[src/hdl/mli_pkg.sv]
// ---------------------------------------------------------------------------
// mli_pkg
// types, codes and constants shared by the motion lease interlock
// ---------------------------------------------------------------------------
package mli_pkg;

  localparam int TIME_BITS_DEF   = 48;
  localparam int OWNER_BITS_DEF  = 4;

  localparam int KIND_BITS       = 3;
  localparam int SESSION_BITS    = 32;
  localparam int SEQ_BITS        = 32;
  localparam int LEASE_MS_BITS   = 16;
  localparam int LEASE_US_BITS   = 26;
  localparam int FB_TIMEOUT_BITS = 24;
  localparam int CFG_INDEX_BITS  = 2;
  localparam int CFG_DATA_BITS   = 24;

  localparam logic [LEASE_MS_BITS-1:0]   LEASE_MS_RESET   = 16'd500;
  localparam logic [FB_TIMEOUT_BITS-1:0] FB_TIMEOUT_RESET = 24'd1500000;
  localparam logic [9:0]                 US_PER_MS        = 10'd1000;

  typedef enum logic [KIND_BITS-1:0] {
    KIND_ACQUIRE  = 3'd0,
    KIND_RENEW    = 3'd1,
    KIND_LOCK     = 3'd2,
    KIND_FEEDBACK = 3'd3,
    KIND_CHECK    = 3'd4
  } kind_t;

  typedef enum logic [1:0] {
    STATUS_OK        = 2'd0,
    STATUS_BAD_ARG   = 2'd1,
    STATUS_BAD_STATE = 2'd2
  } status_t;

  typedef enum logic [1:0] {
    CAUSE_NONE     = 2'd0,
    CAUSE_LEASE    = 2'd1,
    CAUSE_FEEDBACK = 2'd2
  } cause_t;

  typedef enum logic [CFG_INDEX_BITS-1:0] {
    CFG_LEASE_MS   = 2'd0,
    CFG_FB_TIMEOUT = 2'd1
  } cfg_index_t;

  // owner-independent part of one result
  typedef struct packed {
    status_t                  status;
    logic [SESSION_BITS-1:0]  session;
    logic                     allowed;
    cause_t                   cause;
    logic                     lock_changed;
  } res_t;

  function automatic logic [LEASE_US_BITS-1:0] lease_to_us(
    input logic [LEASE_MS_BITS-1:0] ms
  );
    logic [LEASE_US_BITS-1:0] r;
    r = {{(LEASE_US_BITS-LEASE_MS_BITS){1'b0}}, ms} *
        {{(LEASE_US_BITS-10){1'b0}}, US_PER_MS};
    return r;
  endfunction

endpackage

[src/hdl/motion_lease_interlock.sv]
// ---------------------------------------------------------------------------
// motion_lease_interlock
// ownership lease and feedback freshness interlock for motion commands
// ---------------------------------------------------------------------------
// Every accepted item gives exactly one result, through the input register and
// then the result register; one item per cycle is sustained while the output
// side takes each result, the limit being the single decision stage that reads
// and updates the lease state in the same cycle, so each item sees everything
// earlier items left. The input side takes a transfer while a result waits in
// the output register only while the input register is empty. Configuration writes
// are taken in any cycle and belong to idle periods; the lease length is
// turned into microseconds when it is written.
module motion_lease_interlock
  import mli_pkg::*;
#(
  parameter int TIME_BITS  = TIME_BITS_DEF,
  parameter int OWNER_BITS = OWNER_BITS_DEF
) (
  input  logic                      clk,
  input  logic                      rst,
  // configuration channel
  input  logic                      cfg_valid,
  output logic                      cfg_ready,
  input  logic [CFG_INDEX_BITS-1:0] cfg_index,
  input  logic [CFG_DATA_BITS-1:0]  cfg_data,
  // item channel
  input  logic                      in_valid,
  output logic                      in_ready,
  input  logic [KIND_BITS-1:0]      kind,
  input  logic [OWNER_BITS-1:0]     requester,
  input  logic [SESSION_BITS-1:0]   session_in,
  input  logic [SEQ_BITS-1:0]       sequence_in,
  input  logic [TIME_BITS-1:0]      timestamp,
  // result channel
  output logic                      out_valid,
  input  logic                      out_ready,
  output logic [1:0]                status,
  output logic [SESSION_BITS-1:0]   session_out,
  output logic                      allowed,
  output logic [OWNER_BITS-1:0]     owner_out,
  output logic [1:0]                expiry_cause,
  output logic                      lock_changed
);

  // input register
  logic                     in_full;
  logic [KIND_BITS-1:0]     kind_q;
  logic [OWNER_BITS-1:0]    requester_q;
  logic [SESSION_BITS-1:0]  session_q;
  logic [SEQ_BITS-1:0]      sequence_q;
  logic [TIME_BITS-1:0]     timestamp_q;

  logic [LEASE_US_BITS-1:0]   lease_us;
  logic [FB_TIMEOUT_BITS-1:0] fb_timeout;

  res_t                     res;
  logic [OWNER_BITS-1:0]    res_owner;
  logic                     advance;

  // registers never push back
  assign cfg_ready = 1'b1;

  // decision stage moves when it holds an item and the result slot frees up
  assign advance  = in_full && (!out_valid || out_ready);
  assign in_ready = !in_full || advance;

  mli_cfg u_cfg (
    .clk        (clk),
    .rst        (rst),
    .cfg_valid  (cfg_valid),
    .cfg_index  (cfg_index),
    .cfg_data   (cfg_data),
    .lease_us   (lease_us),
    .fb_timeout (fb_timeout)
  );

  mli_core #(
    .TIME_BITS  (TIME_BITS),
    .OWNER_BITS (OWNER_BITS)
  ) u_core (
    .clk         (clk),
    .rst         (rst),
    .advance     (advance),
    .kind        (kind_q),
    .requester   (requester_q),
    .session_in  (session_q),
    .sequence_in (sequence_q),
    .timestamp   (timestamp_q),
    .lease_us    (lease_us),
    .fb_timeout  (fb_timeout),
    .res         (res),
    .res_owner   (res_owner)
  );

  // input register control
  always_ff @(posedge clk) begin
    if (rst) begin
      in_full <= 1'b0;
    end else if (in_ready) begin
      in_full <= in_valid;
    end
  end

  // input register payload, loaded on each transfer
  always_ff @(posedge clk) begin
    if (in_valid && in_ready) begin
      kind_q      <= kind;
      requester_q <= requester;
      session_q   <= session_in;
      sequence_q  <= sequence_in;
      timestamp_q <= timestamp;
    end
  end

  // result register control
  always_ff @(posedge clk) begin
    if (rst) begin
      out_valid <= 1'b0;
    end else if (advance) begin
      out_valid <= 1'b1;
    end else if (out_ready) begin
      out_valid <= 1'b0;
    end
  end

  // result register payload
  always_ff @(posedge clk) begin
    if (advance) begin
      status       <= res.status;
      session_out  <= res.session;
      allowed      <= res.allowed;
      owner_out    <= res_owner;
      expiry_cause <= res.cause;
      lock_changed <= res.lock_changed;
    end
  end

endmodule

[src/hdl/mli_cfg.sv]
// ---------------------------------------------------------------------------
// mli_cfg
// configuration registers; lease length kept in microseconds
// ---------------------------------------------------------------------------
module mli_cfg
  import mli_pkg::*;
(
  input  logic                       clk,
  input  logic                       rst,
  input  logic                       cfg_valid,
  input  logic [CFG_INDEX_BITS-1:0]  cfg_index,
  input  logic [CFG_DATA_BITS-1:0]   cfg_data,
  output logic [LEASE_US_BITS-1:0]   lease_us,
  output logic [FB_TIMEOUT_BITS-1:0] fb_timeout
);

  always_ff @(posedge clk) begin
    if (rst) begin
      lease_us   <= lease_to_us(LEASE_MS_RESET);
      fb_timeout <= FB_TIMEOUT_RESET;
    end else if (cfg_valid) begin
      case (cfg_index_t'(cfg_index))
        CFG_LEASE_MS: begin
          // scale to microseconds once, at write time
          lease_us <= lease_to_us(cfg_data[LEASE_MS_BITS-1:0]);
        end
        CFG_FB_TIMEOUT: begin
          fb_timeout <= cfg_data[FB_TIMEOUT_BITS-1:0];
        end
        default: begin
        end
      endcase
    end
  end

endmodule

[src/hdl/mli_core.sv]
// ---------------------------------------------------------------------------
// mli_core
// lease state and the per-item decision logic
// ---------------------------------------------------------------------------
module mli_core
  import mli_pkg::*;
#(
  parameter int TIME_BITS  = TIME_BITS_DEF,
  parameter int OWNER_BITS = OWNER_BITS_DEF
) (
  input  logic                       clk,
  input  logic                       rst,
  input  logic                       advance,
  input  logic [KIND_BITS-1:0]       kind,
  input  logic [OWNER_BITS-1:0]      requester,
  input  logic [SESSION_BITS-1:0]    session_in,
  input  logic [SEQ_BITS-1:0]        sequence_in,
  input  logic [TIME_BITS-1:0]       timestamp,
  input  logic [LEASE_US_BITS-1:0]   lease_us,
  input  logic [FB_TIMEOUT_BITS-1:0] fb_timeout,
  output res_t                       res,
  output logic [OWNER_BITS-1:0]      res_owner
);

  logic [OWNER_BITS-1:0]   current_owner, current_owner_next;
  logic [SESSION_BITS-1:0] session_count, session_count_next;
  logic [SEQ_BITS-1:0]     last_sequence, last_sequence_next;
  logic [TIME_BITS-1:0]    lease_deadline, lease_deadline_next;
  logic [TIME_BITS-1:0]    feedback_time, feedback_time_next;
  logic                    feedback_seen, feedback_seen_next;

  logic [TIME_BITS:0]      dl_sum;
  logic [TIME_BITS-1:0]    new_deadline;
  logic [SESSION_BITS-1:0] session_inc;
  logic                    lease_over;
  logic                    fb_stale;
  logic                    renew_ok;

  // saturating deadline
  assign dl_sum       = {1'b0, timestamp} + (TIME_BITS+1)'(lease_us);
  assign new_deadline = dl_sum[TIME_BITS] ? '1 : dl_sum[TIME_BITS-1:0];

  // session counter skips zero on wrap
  assign session_inc  = (&session_count) ? SESSION_BITS'(1) : session_count + 1'b1;

  assign lease_over   = timestamp > lease_deadline;
  // a timestamp at or below the feedback time counts as age zero
  assign fb_stale     = !feedback_seen ||
                        ((timestamp > feedback_time) &&
                         ((timestamp - feedback_time) > TIME_BITS'(fb_timeout)));
  assign renew_ok     = (requester == current_owner) && (session_in == session_count) &&
                        !lease_over &&
                        ((sequence_in == '0) || (sequence_in > last_sequence));

  always_comb begin
    current_owner_next  = current_owner;
    session_count_next  = session_count;
    last_sequence_next  = last_sequence;
    lease_deadline_next = lease_deadline;
    feedback_time_next  = feedback_time;
    feedback_seen_next  = feedback_seen;
    res                 = '{status: STATUS_OK, session: '0, allowed: 1'b0,
                            cause: CAUSE_NONE, lock_changed: 1'b0};
    res_owner           = '0;

    case (kind_t'(kind))
      KIND_ACQUIRE: begin
        if (requester == '0) begin
          res.status = STATUS_BAD_ARG;
        end else if ((current_owner != '0) && (current_owner != requester)) begin
          res.status = STATUS_BAD_STATE;
        end else begin
          session_count_next  = session_inc;
          current_owner_next  = requester;
          last_sequence_next  = '0;
          lease_deadline_next = new_deadline;
          res.session         = session_inc;
        end
      end
      KIND_RENEW: begin
        if (!renew_ok) begin
          res.status = STATUS_BAD_STATE;
        end else begin
          if (sequence_in != '0) begin
            last_sequence_next = sequence_in;
          end
          lease_deadline_next = new_deadline;
        end
      end
      KIND_LOCK: begin
        res.lock_changed    = (current_owner != '0);
        current_owner_next  = '0;
        last_sequence_next  = '0;
        lease_deadline_next = '0;
      end
      KIND_FEEDBACK: begin
        feedback_time_next = timestamp;
        feedback_seen_next = 1'b1;
      end
      KIND_CHECK: begin
        if (current_owner != '0) begin
          if (lease_over || fb_stale) begin
            res.cause           = lease_over ? CAUSE_LEASE : CAUSE_FEEDBACK;
            current_owner_next  = '0;
            last_sequence_next  = '0;
            lease_deadline_next = '0;
          end else begin
            res.allowed = 1'b1;
            res_owner   = current_owner;
          end
        end
      end
      default: begin
        res.status = STATUS_BAD_ARG;
      end
    endcase
  end

  always_ff @(posedge clk) begin
    if (rst) begin
      current_owner  <= '0;
      session_count  <= '0;
      last_sequence  <= '0;
      lease_deadline <= '0;
      feedback_time  <= '0;
      feedback_seen  <= 1'b0;
    end else if (advance) begin
      current_owner  <= current_owner_next;
      session_count  <= session_count_next;
      last_sequence  <= last_sequence_next;
      lease_deadline <= lease_deadline_next;
      feedback_time  <= feedback_time_next;
      feedback_seen  <= feedback_seen_next;
    end
  end

endmodule

[config.mk]
export PLATFORM = sky130hd
export DESIGN_NAME = motion_lease_interlock
export DESIGN_NICKNAME = d
export VERILOG_FILES = /design/src/hdl/mli_pkg.sv /design/src/hdl/motion_lease_interlock.sv /design/src/hdl/mli_cfg.sv /design/src/hdl/mli_core.sv
export SDC_FILE = /design/constraint.sdc
export NUM_CORES = 1
export LEC_CHECK = 0
export BUFFER_PORTS_ARGS = -buffer_cell sky130_fd_sc_hd__buf_2
export CAP_MARGIN = 30
export CORE_MARGIN = 5
export CORE_UTILIZATION = 40
export DETAILED_ROUTE_END_ITERATION = 10
export SYNTH_ARGS = -nofsm -noshare
export SYNTH_HDL_FRONTEND = slang
export SYNTH_SLANG_ARGS = --single-unit
[constraint.sdc]
create_clock -name clk -period 5.45 [get_ports clk]
set_input_delay 0.8175 -clock clk [delete_from_list [all_inputs] [get_ports clk]]
set_output_delay 0.8175 -clock clk [all_outputs]
set_load 0.01 [all_outputs]
* Word level (Yosys, flattened, before mapping)
Cells that the tools add are included.
Cells by class: add/sub/neg operators 3, multipliers 1, order comparisons 4, equality and inequality tests 14, multiplexer cells 28, bitwise logic cells 3, reduce and logical (&&, ||, !) cells 37
Operators with widths (number):
- $mux 48 | 6
- $mux 32 | 7
- $pmux 48 s4 | 1
- $pmux 32 s4 | 1
- $gt 48x48->1 | 2
- $add 48x26->49 | 1
- $gt 48x24->1 | 1
- $sub 48x48->48 | 1
- $add 32x1->32 const B | 1
- $eq 32x32->1 | 1
- $gt 32x32->1 | 1
- $logic_not 32->1 | 1
- $reduce_and 32->1 | 1
- $reduce_bool 32->1 | 1
- $mul 16x7->23 const B | 1
- $mux 4 | 4
- $pmux 4 s3 | 1
- $mux 2 | 4
- $ne 2x1->1 const B | 4
- $reduce_and 2->1 | 4
- $reduce_and 8->1 | 1
- $reduce_bool 4->1 | 2
- $logic_and 1x1->1 | 7
- $reduce_and 7->1 | 1
- other kinds (21) | 35
Word-level totals: bits in registers 375, input bits 150

* Longest topological paths before layout
Gate-level depths: netlist (run 1).
depth in word-level cells 8, depth in mapped cells 24, gate-level depth less buffers 23

* Hierarchy
A second synthesis (run 1) with hierarchy kept.
Second synthesis, totals: cell total of the unflattened synthesis 2775, area, all modules 24882.6 µm²
By module, submodules not included:
- mli_core | instances 1, cells an instance 2107, area an instance 15483.6 µm², sequential area each 3303.2 µm²
- motion_lease_interlock | instances 1, cells an instance 173, area an instance 4949.7 µm², sequential area each 4874.7 µm²
- mli_cfg | instances 1, cells an instance 495, area an instance 4449.3 µm², sequential area each 940.9 µm²

* Worst setup path before layout (run 1)
No wires, ideal clock.
path type reg2reg, start register timestamp_q[4], end register u_core.lease_deadline[34], setup time 0.093 ns, arrival 5.326 ns, slack 0.031 ns, stages on the path, launching flop included 22, path through edfxtp_1 -> ha_1 -> buf_2 -> a211o_1 -> nor2_1 -> a211oi_1 -> nor2_1 -> o21a_1 -> o21ai_0 -> xor2_1 -> ha_1 -> nand4_1 -> or4_1 -> o31ai_1 -> nand4_1 -> or4_1 -> or4_1 -> nor4_2 -> o21ai_2 -> o2bb2ai_4 -> buf_6 -> o32ai_1
On the way: longest elaborated chain between the ends 7, elaborated cells between the ends (all ways) 19, those cells by class add/sub (2); order compare (3); eq/ne (2); mux (5); reduce/logical (7)
Ends and longest elaborated chain:
- start, declared | line motion_lease_interlock.sv:51 | logic [TIME_BITS-1:0] timestamp_q;
- start signal, assigned | line motion_lease_interlock.sv:111 | timestamp_q <= timestamp;
- $sub 48x48->48 | line mli_core.sv:50 | ((timestamp - feedback_time) > TIME_BITS'(fb_timeout)));
- $gt 48x24->1 | line mli_core.sv:50
- $logic_and 1x1->1 | line mli_core.sv:49 | ((timestamp > feedback_time) &&
- $logic_or 1x1->1 | line mli_core.sv:48 | assign fb_stale = !feedback_seen ||
- $logic_or 1x1->1 | line mli_core.sv:102 | if (lease_over || fb_stale) begin
- $ne 2x1->1 (no line)
- $reduce_and 7->1 (no line)
- end signal, assigned | line mli_core.sv:131 | lease_deadline <= lease_deadline_next;
- end, declared | line mli_core.sv:28 | logic [TIME_BITS-1:0] lease_deadline, lease_deadline_next;
Several ways; a longest one is shown, not always the timed one. The select of a mux whose other input is x is not followed. A chain may end at the register's enable or synchronous reset.

* Worst setup path in the final report (run 1)
start register timestamp_q[0], end register u_core.lease_deadline[22]
Same word-level chain as after synthesis.

==> impl_results.md, run 1 <==
- Total chip power: 8.94 mW
- Core Box Area: 60400 sq um
- Final #Nets: 3413
- Fin worst setup slack: -29.6 ps
- Cell Pwr Density: 303 nW/um^2
- Total CTS buffers: 45
- Count of final hold-check violations: 0
- Initial cell density of the core: 40.4%
- Hold-fix buffers, CTS: 0
- Synth Flop Type: dfxtp_1
- Area of the multi-input gates: 14500 sq um
- R2R Path Start: timestamp_q[0]$_DFFE_PP_
- Slew headroom: 29.4%
- Die Area: 66000 sq um
- H-tree Lvls: 2
- Synth Area in XOR/XNOR: 5.46%
- CTS clk-pin slew, worst paths: 60 ps
- Reg-to-reg setup timing slack: -30 ps
- Mux share of post-synthesis cell area: 0.431%
- Sequential cell area: 9120 sq um
- TritonCTS clock tree: done
- Most numerous cell in the Yosys netlist: a21oi_1
- Die Y: 257 um
- Worst Hold Launch: timestamp[22]
- Share of cells above drive strength 1: 19.1%
- Global Route Usage Sum: 20.9%
- Worst-path maximum fanout: 8
- Synth top area share: 19.8%
- Failing checks: setup timing
- DRT Pass-1 Iters: 5
- Hold EP: timestamp_q[22]$_DFFE_PP_
- Mapped Avg Cell Area: 9.10 sq um
- Skew final: 28.1 ps
- Wirelength per Cell: 19.2 um
- Area contributors post-synth: edfxtp_1 (20%), dfxtp_1 (18%), ha_1 (12%)
- Clk buf depth: 3
- Worst min path class: input port to flip-flop
- Initial DRC count: 1358
- Total grt overflow: 0
- WP data required: 5950 ps
- Vias in the first global route: 20.5k
- Post-Syn Nets: 3115
- CP Class: flip-flop to flip-flop
- Synth Area in Compound Gates: 18.8%
- Post-synth top cells: a21oi_1 (299), nand2_1 (298), ha_1 (229), dfxtp_1 (214), inv_1 (207)
- Hold Path Stages: 1
- Crit path DAT: 5980 ps
- Setup crit end kind: flip-flop
- VDD IR-drop max: 219 uV
- Max-cap viol count: 0
- Routed wire length: 72800 um
- Clock sinks: 375
- Max Fclk: 0.182 GHz
- I/O pins: 195
- DP HPWL: 54400 um
- Worst r2r dst: u_core.lease_deadline[22]$_SDFFE_PP0P_
- Setup TNS: -302 ps
- Cell Rows: 90
- Post-synth EDFFs: 161
- Seq cells post-synth: 375
- Initial antenna violation count: 1
- Static Leakage: 11.4 nW
- Worst-margin pin slew: 1060 ps
- CP Launch Type: flip-flop
- Antenna Nets Post-Route: 0
- Status: finished, violations left
- Async SR Flop Fraction: 0%
- DRC viols: 0
- Clock latency on the worst-skew pair: 590 ps
- Clock Root Buffer: clkbuf_16
- Port Buffers: 193
- Largest net degree at the start of global routing: 120
- Min Tclk post-route: 5480 ps
- Main combinational cell family by area after synthesis: compound AO/OA/AOI/OAI gates
- Synth area leader: edfxtp_1
- First-pass GRT wire length: 113000 um
- Reg2reg path depth: 23
- RePlAce Congestion: 0.906
- RSZ-0062 raised after global routing: true
- Unique masters post-synth: 85
- Die width: 257 um
- Routed vias/inst: 5.53
- P&R area growth vs syn: 21.0%
- Final setup vio count: 28
- Vias: 21.0k
- Yosys warning count: 0
- Mapped Area: 24400 sq um
- # fillers: 5676
- Max-slew violation count: 0
- Synth Area in Adders: 16.3%
- Seq/Total Area, Yosys: 37.4%
- Syn Inst Count: 2680
- Simple-gate share of the synthesized area: 16.2%
- Post-route clock period utilization: 101%
==> per-layer routing <==
| layer | GRT usage [%] | up-vias | part of all wire (%) |
|---|---|---|---|
| met2 | 34.5 | 499 | 47 |
| met1 | 28.8 | 10200 | 46 |
| li1 | - | 10200 | - |
| met5 | 0 | - | 0.018 |
| met3 | 2.67 | 113 | 4.2 |
| met4 | 6.50 | 2 | 3.0 |
==> cell families (layout without fill, tap and decap cells) <==
group	after synthesis	in the layout
and+or+nand+nor	837	837
other	1	2
AOI/OAI and AO/OA	691	692
buffers and inverters	329	663
adders and majority gates	285	285
muxes	10	10
DFF	375	375
xor gates and xnor gates	152	152
==> power breakdown <==
part           leakage [nW]  internal, mW  switching, mW
clock                 0.735          1.84           1.26
sequential             3.27          3.05         0.0938
combinational          7.44          1.23           1.47
==> cell type report <==
cell class | instances | share of cell area [%]
multi-input cells | 1977 | 49.2
clock inverters | 22 | 0.873
well taps | 782 | 3.31
flip-flops and latches | 375 | 30.9
inverters | 207 | 2.63
repair buffers | 372 | 8.77
diodes | 1 | 0.00848
clock buffers | 62 | 4.31
==> layout by cell type, fill, tap and decap left out, drive strengths merged, types with 18 or more instances in the layout <==
cell,n
buf,366
nand2,299
a21oi,299
ha,229
dfxtp,214
inv,209
nor2,203
edfxtp,161
o21ai,96
xor2,81
xnor2,71
clkbuf,68
fa,56
nand3,54
nand4,52
a21o,51
a211oi,49
o32ai,45
and3,44
nor3,31
o211ai,29
nor4,28
nand2b,21
nor2b,20
o21a,19
and2,19
or3,18
==> repair_timing <==
action / CTS / global route
cloned: 2 / 7
pin swaps: 24 / 20
setup buffers: 3 / 13
endpoints found under the setup margin: 89 / 88
resized for setup: 24 / 59
==> critical path: stages (launching register included) <==
cell       delay (ps)
edfxtp_1          410
inv_2             100
ha_4              140
inv_2              30
fa_2              330
a21o_1            220
a31oi_1           220
o211ai_1          190
buf_4             170
a21o_1            190
a21oi_2           150
xnor2_1           100
ha_1              320
nand4_1           210
o31ai_4           320
nand4_1           100
or4_1             490
or4_4             540
nor4_4            140
buf_4             180
o21ai_4            70
o2bb2ai_4         310
buf_6             240
o32ai_2           240
==> flip-flops by register name, indices dropped and copies added (netlist names), 32 cells and up <==
signal	cells
u_core.session_count	32
timestamp_q	48
u_core.feedback_time	48
sequence_q	32
session_q	32
u_core.lease_deadline	48
u_core.last_sequence	32
session_out	32
==> worst max-delay path by stage <==
stage / slack (ps) / end / startpoint
5_1_grt: -210 / u_core.lease_deadline[22]$_SDFFE_PP0P_ / timestamp_q[0]$_DFFE_PP_
6_report: -30 / u_core.lease_deadline[22]$_SDFFE_PP0P_ / timestamp_q[0]$_DFFE_PP_
2_1_floorplan: 30 / u_core.lease_deadline[34]$_SDFFE_PP0P_ / timestamp_q[4]$_DFFE_PP_
3_5_place_dp: -420 / u_core.lease_deadline[29]$_SDFFE_PP0P_ / timestamp_q[0]$_DFFE_PP_
3_3_place_gp: -240 / u_core.lease_deadline[8]$_SDFFE_PP0P_ / timestamp_q[0]$_DFFE_PP_
4_1_cts: 10 / u_core.last_sequence[10]$_SDFFE_PP0P_ / timestamp_q[4]$_DFFE_PP_
==> through the flow <==
step	hold slack [ps]	instances	utilization, %	setup WS [ps]	cell area (sq um)
floorplan	436	2680	-	31.4	24400
global placement	443	3685	44.8	-241	27100
detailed placement	447	3689	45.0	-419	27200
CTS	362	3777	47.8	10.3	28900
global route	368	3797	48.9	-211	29500
finish	399	3798	48.9	-29.6	29500
(Power assumes the default switching activity.)
==> inputs of run 2 (changes only) <==
- clock period: 5.45 -> 7.1 ns (I/O delays scaled with it)
==> impl_results.md, run 2 (synthesis gave the netlist of run 1 again) <==
- Setup TNS: 0 ps (+302 ps)
- CP peak stage delay: 590 ps (+50 ps)
- Total CTS buffers: 45 (unchanged)
- RSZ-0062 raised after global routing: false
- Final Util: 45.9% (-3.0 points)
- RePlAce Congestion: 0.943 (+4.1%)
- Static Leakage: 10.6 nW (-7.8%)
- Largest net degree at the start of global routing: 99 (-18%)
- Commonest non-fill, non-tap cell in the layout: a21oi_1
- Initial cell density of the core: 40.4% (unchanged)
- Die width: 257 um (unchanged)
- H-tree Lvls: 2 (unchanged)
- VDD IR-drop max: 147 uV (-33%)
- Routed wire length: 70600 um (-3.1%)
- Top Registers: timestamp_q (48), u_core.feedback_time (48), u_core.lease_deadline (48)
- Die Area: 66000 sq um (unchanged)
- Die Y: 257 um (unchanged)
- Worst-margin pin slew: 989 ps (-66.1 ps)
- Skew final: 19.0 ps (-9.07 ps)
- CP max-delay cell: or4_1
- Commonest cells after routing, fill and taps aside: a21oi_1 (299), nand2_1 (298), ha_1 (228)
- Worst min path class: flip-flop to flip-flop
- TritonCTS clock tree: done
- CP cell instances: ha_2 > a211o_1 > nor2_1 > a211oi_2 > nor2_1 > o21a_1 > o21ai_0 > xor2_1 > ha_1 > nand4_1 > or4_1 > o31ai_1 > nand4_1 > or4_1 > or4_1 > nor4_4 > o21ai_2 > o2bb2ai_4 > buf_4 > o32ai_1
- DRT Pass-1 Iters: 5 (unchanged)
- CTS clk-pin slew, worst paths: 60 ps (about the same)
- DP HPWL: 52900 um (-2.7%)
- Clk buf depth: 3 (unchanged)
- First-pass GRT wire length: 110000 um (-2.5%)
- Clock Root Buffer: clkbuf_16
- Final #Nets: 3255 (-4.6%)
- Clock sinks: 375 (unchanged)
- Clock latency on the worst-skew pair: 590 ps (about the same)
- Wirelength per Cell: 19.4 um (+1.1%)
- DRC viols: 0 (unchanged)
- Final setup vio count: 0 (-100%)
- Routed vias/inst: 5.56 (+0.62%)
- Max Fclk: 0.148 GHz (-19%)
- Port Buffers: 193 (unchanged)
- Cell seen most often among critical-path stages: or4_1
- Ant. Diodes: 0 (-1)
- Post-CTS Setup Inserts: 0 (-3)
- P&R area growth vs syn: 13.7%
- Min Tclk post-route: 6760 ps (+1280 ps)
- Total grt overflow: 0 (unchanged)
- Core Box Area: 60400 sq um (unchanged)
- Vias in the first global route: 19.7k (-4.0%)
- Initial antenna violation count: 2 (+1)
- Crit path DAT: 7250 ps (+1270 ps)
- Max-cap viol count: 0 (unchanged)
- Share of cells above drive strength 1: 12.8% (-6.3 points)
- CP Class: flip-flop to flip-flop
- Initial DRC count: 1444 (+6.3%)
- I/O pins: 195 (unchanged)
- Count of final hold-check violations: 0 (unchanged)
- Cell Rows: 90 (unchanged)
- Post-route clock period utilization: 95.3% (-5.3 points)
- Vias: 20.2k (-3.6%)
- CP Launch Type: flip-flop
- Area of the multi-input gates: 14100 sq um (-3.2%)
- Antenna Nets Post-Route: 0 (unchanged)
- Global Route Usage Sum: 20.4% (-0.46 points)
- Max-slew violation count: 0 (unchanged)
- Cell Pwr Density: 241 nW/um^2 (-20%)
- Slew headroom: 32.3% (+3.0 points)
- # fillers: 5759 (+1.5%)
- Reg-to-reg setup timing slack: 340 ps (+370 ps)
- WP data required: 7590 ps (+1640 ps)
- Setup crit end kind: flip-flop
- Sequential cell area: 9120 sq um (unchanged)
- Status: complete, no violations
- Worst-path maximum fanout: 25 (+17)
run 2: cell count changes in the layout (fill, tap and decap cells not counted), moves of 4 or more:
cell       previous run  this run
a21oi_1             293       299
a21oi_2               5         0
buf_12                4         0
buf_4               156        15
buf_6                 9         2
clkbuf_1             10         5
clkbuf_16            52        46
ha_4                  4         0
o32ai_1               9        39
o32ai_2              32         6
o32ai_4               4         0
run 2: critical path: cells and delay by family, from the launching register on:
kind	cells	cell delay, ps
simple gates	8	2950
buf+inv	1	340
flops	1	470
fa+ha+maj	2	690
compound gates	8	2040
xor+xnor	1	170
run 2: layer usage:
layer,vias to the layer above,global-route usage [%],share of wire (%),wire [um]
met5,-,0,0.013,9
met2,490,33.9,47,33200
li1,9877,-,-,-
met1,9747,28.0,45,31700
met4,2,5.55,2.8,1980
met3,114,3.16,5.2,3640
run 2: final cells by class:
class | count | area share (%)
clock buffers | 56 | 4.47
clock inverters | 27 | 1.20
inverters | 207 | 2.80
multi-input cells | 1977 | 50.7
flip-flops and latches | 375 | 32.9
well taps | 782 | 3.53
repair buffers | 214 | 4.40
run 2: path summary, 6_finish.rpt:
path | startpoint | endpoint | depth (start not counted)
worst max register to register | timestamp_q[4]$_DFFE_PP_ | u_core.lease_deadline[33]$_SDFFE_PP0P_ | 20
worst min-delay path | u_core.feedback_time[10]$_SDFFE_PP0P_ | u_core.feedback_time[10]$_SDFFE_PP0P_ | 2
worst max-delay path | timestamp_q[4]$_DFFE_PP_ | u_core.lease_deadline[33]$_SDFFE_PP0P_ | 20
worst min register to register | u_core.feedback_time[10]$_SDFFE_PP0P_ | u_core.feedback_time[10]$_SDFFE_PP0P_ | 2
run 2: what timing repair did:
action,in CTS,in global routing
hold buffers,0,0
resized for setup,0,3
endpoints found under the setup margin,0,56
run 2: metrics by stage:
step           hold slack (ps)  setup slack, ps  power (mW)  instance area (sq um)  instances
2_1_floorplan              436             1680        3.81                  24400       2680
3_3_place_gp               443              434        4.23                  26000       3548
3_5_place_dp               448              239        4.27                  26100       3554
4_1_cts                    456              196        6.73                  27700       3637
5_1_grt                    468             71.4        7.08                  27700       3638
6_report                   454              336        6.68                  27700       3638
run 2: report_power, final:
| part | leakage (nW) | internal (mW) | switching, mW | total (mW) |
|---|---|---|---|---|
| Sequential | 3.27 | 2.34 | 0.0918 | 2.44 |
| Clock | 0.754 | 1.46 | 0.970 | 2.43 |
| Combinational | 6.53 | 0.774 | 1.03 | 1.81 |
| Total | 10.6 | 4.58 | 2.09 | 6.68 |
==> inputs of run 3 (changes only) <==
- CORE_UTILIZATION: 40 -> 61
- PLACE_DENSITY: default -> 0.81
- SKIP_LAST_GASP: default -> 1
==> impl_results.md, run 3 (synthesis gave the netlist of run 1 again) <==
- Status: complete, no violations
- Die Area: 44100 sq um (-33%)
- Setup crit end kind: flip-flop
- # fillers: 3108 (-46%)
- Cell Pwr Density: 240 nW/um^2 (-0.16%)
- Cell Rows: 73 (-19%)
- Hold-fix buffers, CTS: 0 (unchanged)
- Post-CTS Setup Inserts: 0 (unchanged)
- CTS clk-pin slew, worst paths: 60 ps (about the same)
- Worst-path maximum fanout: 32 (+28%)
- Min Tclk post-route: 6690 ps (-69.3 ps)
- Final setup vio count: 0 (unchanged)
- Largest net degree at the start of global routing: 82 (-17%)
- Total CTS buffers: 42 (-6.7%)
- Post-route clock period utilization: 94.3% (-0.98 points)
- Max-cap viol count: 0 (unchanged)
- Port Buffers: 193 (unchanged)
- Crit path DAT: 7190 ps (-60 ps)
- H-tree Lvls: 2 (unchanged)
- CP max-delay cell: or4_1
- RSZ-0062 raised after global routing: false
- Share of cells above drive strength 1: 12.5% (-0.36 points)
- Reg-to-reg setup timing slack: 410 ps (+70 ps)
- CP Launch Type: flip-flop
- Initial antenna violation count: 4 (+2)
- Max Fclk: 0.149 GHz (+1.0%)
- Hold Path Stages: 2 (unchanged)
- Count of final hold-check violations: 0 (unchanged)
- DRT Pass-1 Iters: 6 (+1)
- Total grt overflow: 0 (unchanged)
- DRC viols: 0 (unchanged)
- Vias in the first global route: 20.6k (+4.9%)
- CP peak stage delay: 640 ps (+50 ps)
- Wirelength per Cell: 20.6 um (+6.0%)
- Die width: 210 um (-18%)
- Worst-margin pin slew: 1070 ps (+84.8 ps)
- Worst min path class: flip-flop to flip-flop
- Total chip power: 6.54 mW (-2.0%)
- Global Route Usage Sum: 30.7% (+10 points)
- Placed inst area: 25800 sq um (-1.3%)
- Top Registers: timestamp_q (48), u_core.feedback_time (48), u_core.lease_deadline (48)
- Initial DRC count: 1654 (+15%)
- VDD IR-drop max: 188 uV (+28%)
- Die Y: 210 um (-18%)
- RePlAce Congestion: 0.981 (+4.0%)
- Reg2reg path depth: 21 (+5.0%)
- TritonCTS clock tree: done
- Max-slew violation count: 0 (unchanged)
- Core Box Area: 39600 sq um (-34%)
- Static Leakage: 10.5 nW (-0.80%)
- Routed wire length: 69500 um (-1.5%)
- P&R area growth vs syn: 11.5%
- CTS resizes: 0 (unchanged)
- Clk buf depth: 3 (unchanged)
- Final #Nets: 3252 (-0.092%)
- Initial cell density of the core: 61.5% (+21 points)
- Setup TNS: 0 ps (unchanged)
- Routed vias/inst: 6.15 (+11%)
- Fin area: 27200 sq um (-1.9%)
- Clock latency on the worst-skew pair: 580 ps (about the same)
- I/O pins: 195 (unchanged)
- First-pass GRT wire length: 110000 um (about the same)
- DP HPWL: 52200 um (-1.3%)
- Clock Root Buffer: clkbuf_16
- Commonest non-fill, non-tap cell in the layout: a21oi_1
- Slew headroom: 26.5% (-5.8 points)
- Skew final: 20.5 ps (+1.51 ps)
- Clock sinks: 375 (unchanged)
- Vias: 20.8k (+2.8%)
- CP cell instances: ha_1 > a211o_1 > nor2_1 > a211oi_1 > nor2_1 > o21a_1 > o21ai_0 > xor2_1 > ha_1 > nand4_1 > or4_1 > o31ai_1 > nand4_1 > or4_1 > or4_1 > nor4_2 > o21ai_2 > o2bb2ai_4 > buf_12 > buf_4 > a211oi_2
- Cell seen most often among critical-path stages: or4_1
- Antenna Nets Post-Route: 0 (unchanged)
- WP data required: 7590 ps (about the same)
- CP Class: flip-flop to flip-flop
- Commonest cells after routing, fill and taps aside: a21oi_1 (299), nand2_1 (298), ha_1 (229)
[run 3: cell count changes in the layout (fill, tap and decap cells not counted), sizes merged]
cell / delta
buf: +1
bufinv: -2
clkbuf: +2
clkinv: -4
clkinvlp: -3
diode: +3
inv: +2
o2bb2ai: -1
[run 3: routing by layer]
metal | vias to the layer above | part of all wire [%] | track usage, %
met5 | - | 0.019 | 0
met2 | 775 | 49 | 52.9
li1 | 9837 | - | -
met4 | 2 | 4.0 | 11.3
met1 | 10000 | 40 | 39.1
met3 | 175 | 6.6 | 5.13
[run 3: per-stage QoR]
step,setup slack [ps],util (%),hold slack [ps],cells
2_1_floorplan,1680,-,436,2680
3_3_place_gp,620,64.7,442,3290
3_5_place_dp,467,65.0,446,3298
4_1_cts,422,68.6,454,3376
5_1_grt,17.9,68.6,465,3377
6_report,405,68.6,454,3379
[run 3: final timing paths]
kind / startpoint / to
worst max-delay path: timestamp_q[4]$_DFFE_PP_ / u_core.last_sequence[24]$_SDFFE_PP0P_
worst min-delay path: u_core.feedback_time[23]$_SDFFE_PP0P_ / u_core.feedback_time[23]$_SDFFE_PP0P_
worst max register to register: timestamp_q[4]$_DFFE_PP_ / u_core.last_sequence[24]$_SDFFE_PP0P_
worst min register to register: u_core.feedback_time[23]$_SDFFE_PP0P_ / u_core.feedback_time[23]$_SDFFE_PP0P_
[run 3: worst max-delay path: cells and delay by family, from the launching register on]
family | cells | cell delay (ps)
XOR/XNOR | 1 | 180
AND/OR/NAND/NOR | 8 | 2880
adder cells (fa/ha/maj) | 2 | 750
AO/OA/AOI/OAI | 8 | 1790
flip-flops | 1 | 460
buffers and inverters | 2 | 540
[run 3: where the power goes]
group / switching (mW) / internal [mW] / total, mW
Combinational: 1.07 / 0.784 / 1.86
Sequential: 0.0812 / 2.34 / 2.42
Clock: 0.930 / 1.33 / 2.26
Total: 2.08 / 4.46 / 6.54
[run 3: final cells by class]
| type | instances | area [sq um] | area share, % |
|---|---|---|---|
| antenna | 3 | 7.51 | 0.0276 |
| clock buffer | 58 | 1190 | 4.39 |
| clock inverter | 20 | 223 | 0.819 |
| inverter | 207 | 777 | 2.86 |
| multi-input combinational | 1976 | 14000 | 51.6 |
| sequential | 375 | 9120 | 33.5 |
| tap | 525 | 657 | 2.41 |
| timing repair buffer | 215 | 1200 | 4.40 |
